`config.mk`:
```
export PLATFORM = sky130hd
export DESIGN_NAME = cobs_stream_deframer_unit
export DESIGN_NICKNAME = d
export VERILOG_FILES = /design/src/hdl/csd_pkg.sv /design/src/hdl/csd_front.sv /design/src/hdl/csd_queue.sv /design/src/hdl/csd_back.sv /design/src/hdl/cobs_stream_deframer_unit.sv
export SDC_FILE = /design/constraint.sdc
export NUM_CORES = 1
export LEC_CHECK = 0
export BUFFER_PORTS_ARGS = -buffer_cell sky130_fd_sc_hd__buf_2
export CAP_MARGIN = 10
export CORE_AREA = 2 2 125 90
export DETAILED_ROUTE_END_ITERATION = 10
export DIE_AREA = 0 0 127 92
export GPL_TIMING_DRIVEN = 1
export PLACE_DENSITY = 0.74
export SLEW_MARGIN = 5
export SYNTH_ARGS = -nofsm -noshare
export SYNTH_HDL_FRONTEND = slang
export SYNTH_SLANG_ARGS = --single-unit
```
`constraint.sdc`:
```
create_clock -name clk -period 3.7 [get_ports clk]
set_input_delay 0.74 -clock clk [delete_from_list [all_inputs] [get_ports clk]]
set_output_delay 0.74 -clock clk [all_outputs]
set_load 0.02 [all_outputs]
```
`src/hdl/csd_pkg.sv`:
```
// Shared types and constants for the COBS stream deframer.
// Used by every module of the block; depends on nothing else.
package csd_pkg;

  localparam int MAX_DECODED = 8192;
  localparam int INDEX_BITS  = 16;
  localparam int LEN_BITS    = $clog2(MAX_DECODED + 1);

  localparam int QUEUE_DEPTH = 4;
  localparam int QPTR_BITS   = $clog2(QUEUE_DEPTH);
  localparam int QCNT_BITS   = $clog2(QUEUE_DEPTH + 1);

  localparam logic [7:0] CODE_FULL  = 8'hFF;
  localparam logic [7:0] BYTE_DELIM = 8'h00;

  localparam logic       KIND_DATA = 1'b0;
  localparam logic       KIND_END  = 1'b1;

  localparam logic [1:0] STATUS_OK        = 2'd0;
  localparam logic [1:0] STATUS_TRUNCATED = 2'd1;
  localparam logic [1:0] STATUS_OVERFLOW  = 2'd2;

  typedef struct packed {
    logic [7:0] raw_byte;
    logic       end_of_stream;
  } item_t;

  typedef struct packed {
    logic        result_kind;
    logic [7:0]  decoded_byte;
    logic [15:0] frame_number;
    logic [13:0] decoded_length;
    logic [1:0]  frame_status;
  } result_t;

  typedef enum logic {
    OP_BYTE,
    OP_END
  } op_kind_t;

  typedef struct packed {
    op_kind_t   kind;
    logic [7:0] data;
    logic       truncated;
  } op_t;

  typedef struct packed {
    logic valid;
    op_t  op;
  } push_t;

  typedef struct packed {
    logic full;
    logic empty;
  } queue_status_t;

endpackage

```
`src/hdl/csd_front.sv`:
```
// Front end: accepts raw bytes, tracks COBS group state and issues decode operations.
// Depends on csd_pkg.
module csd_front (
  input  logic                  clk,
  input  logic                  rst,
  input  logic                  accept,
  input  csd_pkg::item_t        item,
  output csd_pkg::push_t        push
);
  import csd_pkg::*;

  logic [7:0] group_left, group_left_next;
  logic       group_full, group_full_next;
  logic       zero_pending, zero_pending_next;
  logic       frame_open, frame_open_next;
  logic       delim;

  assign delim = item.end_of_stream || (item.raw_byte == BYTE_DELIM);

  always_comb begin
    group_left_next   = group_left;
    group_full_next   = group_full;
    zero_pending_next = zero_pending;
    frame_open_next   = frame_open;
    push.valid        = 1'b0;
    push.op.kind      = OP_BYTE;
    push.op.data      = item.raw_byte;
    push.op.truncated = (group_left != 8'd0);
    if (accept) begin
      if (delim) begin
        push.valid        = frame_open;
        push.op.kind      = OP_END;
        group_left_next   = 8'd0;
        group_full_next   = 1'b0;
        zero_pending_next = 1'b0;
        frame_open_next   = 1'b0;
      end else if (group_left == 8'd0) begin
        frame_open_next   = 1'b1;
        push.valid        = zero_pending;
        push.op.data      = BYTE_DELIM;
        group_full_next   = (item.raw_byte == CODE_FULL);
        group_left_next   = item.raw_byte - 8'd1;
        zero_pending_next = (item.raw_byte == 8'd1);
      end else begin
        frame_open_next = 1'b1;
        push.valid      = 1'b1;
        group_left_next = group_left - 8'd1;
        if (group_left == 8'd1 && !group_full) begin
          zero_pending_next = 1'b1;
        end
      end
    end
  end

  always_ff @(posedge clk) begin
    if (rst) begin
      group_left   <= 8'd0;
      group_full   <= 1'b0;
      zero_pending <= 1'b0;
      frame_open   <= 1'b0;
    end else begin
      group_left   <= group_left_next;
      group_full   <= group_full_next;
      zero_pending <= zero_pending_next;
      frame_open   <= frame_open_next;
    end
  end

endmodule

```
`src/hdl/csd_queue.sv`:
```
// Short register queue of decode operations between the front and back ends.
// Depends on csd_pkg.
module csd_queue (
  input  logic                   clk,
  input  logic                   rst,
  input  csd_pkg::push_t         push,
  input  logic                   pop,
  output csd_pkg::op_t           head,
  output csd_pkg::queue_status_t status
);
  import csd_pkg::*;

  op_t                  entries [QUEUE_DEPTH];
  logic [QPTR_BITS-1:0] wr_ptr;
  logic [QPTR_BITS-1:0] rd_ptr;
  logic [QCNT_BITS-1:0] count;
  logic                 do_pop;

  assign status.full  = (count == QCNT_BITS'(QUEUE_DEPTH));
  assign status.empty = (count == '0);
  assign head         = entries[rd_ptr];
  assign do_pop       = pop && !status.empty;

  always_ff @(posedge clk) begin
    if (push.valid) begin
      entries[wr_ptr] <= push.op;
    end
  end

  always_ff @(posedge clk) begin
    if (rst) begin
      wr_ptr <= '0;
      rd_ptr <= '0;
      count  <= '0;
    end else begin
      if (push.valid) begin
        wr_ptr <= (wr_ptr == QPTR_BITS'(QUEUE_DEPTH - 1)) ? '0 : wr_ptr + 1'b1;
      end
      if (do_pop) begin
        rd_ptr <= (rd_ptr == QPTR_BITS'(QUEUE_DEPTH - 1)) ? '0 : rd_ptr + 1'b1;
      end
      if (push.valid && !do_pop) begin
        count <= count + 1'b1;
      end else if (!push.valid && do_pop) begin
        count <= count - 1'b1;
      end
    end
  end

  a_no_overfill: assert property (@(posedge clk) disable iff (rst)
    !(push.valid && status.full))
    else $error("Request written into a full queue.");

  a_count_bound: assert property (@(posedge clk) disable iff (rst)
    count <= QCNT_BITS'(QUEUE_DEPTH))
    else $error("Queue count exceeds its depth.");

  a_count_tracks: assert property (@(posedge clk) disable iff (rst)
    (push.valid && !do_pop) |=> (count == $past(count) + 1'b1))
    else $error("Queue count did not follow a lone write.");

endmodule

```
`src/hdl/csd_back.sv`:
```
// Back end: counts decoded bytes, forms data and frame status results in the output register.
// Depends on csd_pkg.
module csd_back (
  input  logic                   clk,
  input  logic                   rst,
  input  csd_pkg::op_t           head,
  input  csd_pkg::queue_status_t qstat,
  output logic                   pop,
  output logic                   result_valid,
  input  logic                   result_stall,
  output csd_pkg::result_t       result
);
  import csd_pkg::*;

  logic [LEN_BITS-1:0]   length_count, length_count_next;
  logic                  overflowed, overflowed_next;
  logic [INDEX_BITS-1:0] frame_counter, frame_counter_next;
  logic [31:0]           frame_wide;
  logic [31:0]           length_wide;
  logic                  at_max;
  result_t               result_next;

  assign pop         = !qstat.empty && (!result_valid || !result_stall);
  assign frame_wide  = 32'(frame_counter);
  assign length_wide = 32'(length_count);
  assign at_max      = (length_count >= LEN_BITS'(MAX_DECODED));

  always_comb begin
    length_count_next          = length_count;
    overflowed_next            = overflowed;
    frame_counter_next         = frame_counter;
    result_next.result_kind    = KIND_DATA;
    result_next.decoded_byte   = head.data;
    result_next.frame_number   = frame_wide[15:0];
    result_next.decoded_length = 14'd0;
    result_next.frame_status   = STATUS_OK;
    unique case (head.kind)
      OP_BYTE: begin
        if (at_max) begin
          overflowed_next = 1'b1;
        end else begin
          length_count_next = length_count + 1'b1;
        end
      end
      OP_END: begin
        result_next.result_kind    = KIND_END;
        result_next.decoded_byte   = 8'd0;
        result_next.decoded_length = length_wide[13:0];
        if (head.truncated) begin
          result_next.frame_status = STATUS_TRUNCATED;
        end else if (overflowed) begin
          result_next.frame_status = STATUS_OVERFLOW;
        end
        frame_counter_next = frame_counter + 1'b1;
        length_count_next  = '0;
        overflowed_next    = 1'b0;
      end
      default: begin
      end
    endcase
  end

  always_ff @(posedge clk) begin
    if (pop) begin
      result <= result_next;
    end
  end

  always_ff @(posedge clk) begin
    if (rst) begin
      length_count  <= '0;
      overflowed    <= 1'b0;
      frame_counter <= '0;
      result_valid  <= 1'b0;
    end else begin
      if (pop) begin
        length_count  <= length_count_next;
        overflowed    <= overflowed_next;
        frame_counter <= frame_counter_next;
        result_valid  <= 1'b1;
      end else if (!result_stall) begin
        result_valid <= 1'b0;
      end
    end
  end

  a_len_bound: assert property (@(posedge clk) disable iff (rst)
    length_count <= LEN_BITS'(MAX_DECODED))
    else $error("Decoded length count passed its maximum.");

  a_end_clears: assert property (@(posedge clk) disable iff (rst)
    (pop && head.kind == OP_END) |=> (length_count == '0 && !overflowed))
    else $error("Frame state not cleared after a frame end.");

  a_ovf_at_max: assert property (@(posedge clk) disable iff (rst)
    overflowed |-> at_max)
    else $error("Overflow flagged below the maximum length.");

endmodule

```
`src/hdl/cobs_stream_deframer_unit.sv`:
```
// COBS stream deframer: one raw byte per cycle in, decoded bytes and frame status out.
// Path from an accepted byte to its result: queue write, then output register.
// Throughput: one byte per cycle while the queue is not full, set by the combinational group update in the front end.
// Reset (synchronous, active high) clears group, frame and counter state and empties the queue.
// Input stalls only while the four-entry operation queue is full.
module cobs_stream_deframer_unit (
  input  logic             clk,
  input  logic             rst,
  input  logic             item_valid,
  output logic             item_stall,
  input  csd_pkg::item_t   item,
  output logic             result_valid,
  input  logic             result_stall,
  output csd_pkg::result_t result
);
  import csd_pkg::*;

  push_t         push;
  op_t           head;
  queue_status_t qstat;
  logic          pop;
  logic          accept;

  assign item_stall = qstat.full;
  assign accept     = item_valid && !item_stall;

  csd_front u_front (
    .clk    (clk),
    .rst    (rst),
    .accept (accept),
    .item   (item),
    .push   (push)
  );

  csd_queue u_queue (
    .clk    (clk),
    .rst    (rst),
    .push   (push),
    .pop    (pop),
    .head   (head),
    .status (qstat)
  );

  csd_back u_back (
    .clk          (clk),
    .rst          (rst),
    .head         (head),
    .qstat        (qstat),
    .pop          (pop),
    .result_valid (result_valid),
    .result_stall (result_stall),
    .result       (result)
  );

endmodule
```
==> flow_summary.ini <==
[power_and_ir_drop]
pwr_density_cell_mw_per_mm2 = 794
ir_drop_uv = 412
pwr-share-clk_pct = 34.3
switching_share_pct = 31.3
power.internal_mw = 3.67
finalPower_mw = 5.35
power_leakage_nw = 2.45
power.switching_mw = 1.68
comb_power_share_pct = 26.3
p_seq_share_pct = 39.4

[clock_tree]
cts_buffers = 17
cts_resized = 0
post_cts_buffers = 0
clk_latency_ns = 0.42
ctsHoldBuffers = 0
clock_sinks = 133
cts_tree = built
cts_root_buf = clkbuf_16
clock_path_buffers = 2
path_clk_slew_ns = 0.05
h-tree-depth = 4

[place]
routabilityCongestion = 0.834
hpwl_um = 7080
placed_area_sq_mm = 0.00608
portBuffers = 55
place_inst = 643
pre_cts_ws_ns = 0.195

[synthesis]
synth-xor-area-share_pct = 4.48
synthDistinctLibCells = 59
yosysWarningCount = 0
ys_ff_latch = 133
synth_area_sq_mm = 0.00568
synth_edf_count = 81
syn_avg_cell_area_sq_um = 12.2
yosys_most_used_dff = edfxtp_1
synthArstFlopShare_pct = 0
synthMuxAreaShare_pct = 4.52
synth_top_family_by_area = simple AND/OR/NAND/NOR gates
netlist_instances = 464
yosysSeqAreaShare_pct = 61.2
syn_nets = 493
synthAdderAreaFrac_pct = 3.66
synth_compound_area_share_pct = 6.68
yosys.area_share.simple_pct = 16.6

[worst_setup_path]
arrival_ns = 3.44
r2r-start = u_front.group_left[0]
worst-path-max-fanout = 7
reg2reg_slack_ns = 1.08
timing.rr.end = u_queue.count[2]
startpoint_type = primary input
crit_type = in2reg
crit_required_ns = 4.04
end_kind = register
rr_worst_depth = 12

[grt]
grt_start_max_net_pins = 42
top_usage_layer = met2
grt_util_all_layers_pct = 20.1
grt_overflow_total = 0
grt_first_pass_wirelength_um = 18100
grt_pass1_vias = 3572
grt.met3_usage_pct = 6.13
antenna_found_initial = 0
use_met2_pct = 30.3
grtUsageMet1_pct = 27.8

[detailed_routing]
firstDrtPassIters = 4
num_vias = 3658
viasPerCell = 5.42
drt_iter0_markers = 302
route.detailed.drc = 0
wire_per_inst_um = 15.9
ant_nets = 0
wirelength_um = 10700

[finish]
final_cell_mix = edfxtp_1, buf_2, dfxtp_1, nor2_1, and2_1
final_area_sq_mm = 0.00673
fillers = 817
stdcell_count = 675
drive_gt1_share_pct = 21.0
final_util_pct = 63.2
area_delta_synth_final_pct = 18.6
nNetsFinal = 555
final_common_cell = edfxtp_1
antenna_cells = 0

[sta]
rsz0062_at_grt = false
setup_viol = 0
fin_setup_tns_ns = 0
final_hold_viol_count = 0
worst_hold_slack_ns = 0.453
finClkSkew_ns = 0.00772
maxClockFrequency_ghz = 0.323
worst_slack_ns = 0.602
period_share_pct = 83.7
tightest_slew_ns = 0.724
slew_headroom_pct = 51.8
timing.final.max_slew_violations = 0
fin_crit_ns = 3.10

[die]
core_sq_mm = 0.0107
fp.dieH_um = 92
rows = 32
die_w_um = 127
dieArea_sq_mm = 0.0117
io_pins = 56
start_util_pct = 53.3

[run]
drv_cap = 0

[hold_path]
holdCritStartpoint = u_front.frame_open
hold_path_depth = 2
hold_path_class = reg2reg
hold_end = u_front.frame_open

[status]
status = finished clean
==> sequential cells by signal (all words and copies together), names as in the netlist, named ones only <==
signal,count
u_back.result,41
u_queue.entries,40
u_back.frame_counter,16
u_back.length_count,14
u_front.group_left,8
u_queue.count,3
u_queue.rd_ptr,2
u_queue.wr_ptr,2
u_back.overflowed,1
u_back.result_valid,1
u_front.frame_open,1
u_front.group_full,1
u_front.zero_pending,1
==> cell type report <==
class                      instances  area, sq um  area share, %
sequential                       133         3470           51.6
tap                              136          170           2.53
multi-input combinational        290         2040           30.3
inverter                          24         90.1           1.34
timing repair buffer              60          313           4.65
clock inverter                    12          200           2.97
clock buffer                      20          447           6.64
==> power groups by stage <==
stage | Combinational, mW | Sequential (mW) | Clock (mW)
after CTS | 1.42 | 2.11 | 1.86
after global placement | 1.37 | 2.13 | 0
final | 1.41 | 2.10 | 1.83
after global routing | 1.54 | 2.14 | 1.92
after detailed placement | 1.41 | 2.14 | 0
after floorplan | 0.724 | 2.39 | 0
==> cell usage after synthesis, drive strengths merged (3+ instances only) <==
library cell  instances  share of area [%]
mux4                 10                4.0
nor3b                 3               0.40
nor2b                10                1.1
inv                  24                1.6
o31ai                 3               0.40
dfxtp                52                 18
buf                   4               0.40
nor4                  7                1.1
ha                   15                3.3
nand4                 6               0.77
or3                   9               0.99
o21ai                 9               0.79
a31oi                 5               0.55
a21oi                24                2.1
nor2                 48                3.2
xor2                  6               0.93
nand2                23                1.5
nor3                 17                1.5
xnor2                23                3.5
nand3                 7               0.62
and2                 28                3.1
nand2b                3               0.33
edfxtp               81                 43
clkbuf               13               0.93
==> cell families (layout without fill, tap and decap cells) <==
family | Yosys count | after routing
buf+inv | 41 | 116
mux | 13 | 13
simple gates | 173 | 173
xor+xnor | 29 | 29
flops | 133 | 133
fa+ha+maj | 16 | 16
compound gates | 59 | 59
==> how the worst max path moves through the flow <==
stage | start | end | slack (ns) | cells after the start
detailed placement | item[1] | u_queue.count[2] | 0.20 | 13
global route | item[1] | u_queue.count[2] | 0.41 | 13
floorplan | item[1] | u_queue.count[2] | 0.51 | 12
CTS | item[1] | u_queue.count[2] | 0.63 | 13
global placement | item[1] | u_queue.count[2] | 0.36 | 13
finish | item[1] | u_queue.count[2] | 0.60 | 13
==> worst max-delay path, cell delays in order <==
cell	delay, ns
buf_2	0.14
inv_1	0.08
ha_1	0.20
nor3b_1	0.45
a21o_1	0.29
nor3_1	0.09
nor2_1	0.16
ha_1	0.23
inv_1	0.08
fa_1	0.37
xor2_1	0.16
or3_1	0.31
a21oi_1	0.14
==> routing by layer <==
metal  routed length, um  part of all wire [%]
met1                5110                    48
met2                4910                    46
met3                 619                   5.8
met4                 107                   1.0
met5                   0                     0
Power figures use the tool's default switching activity.
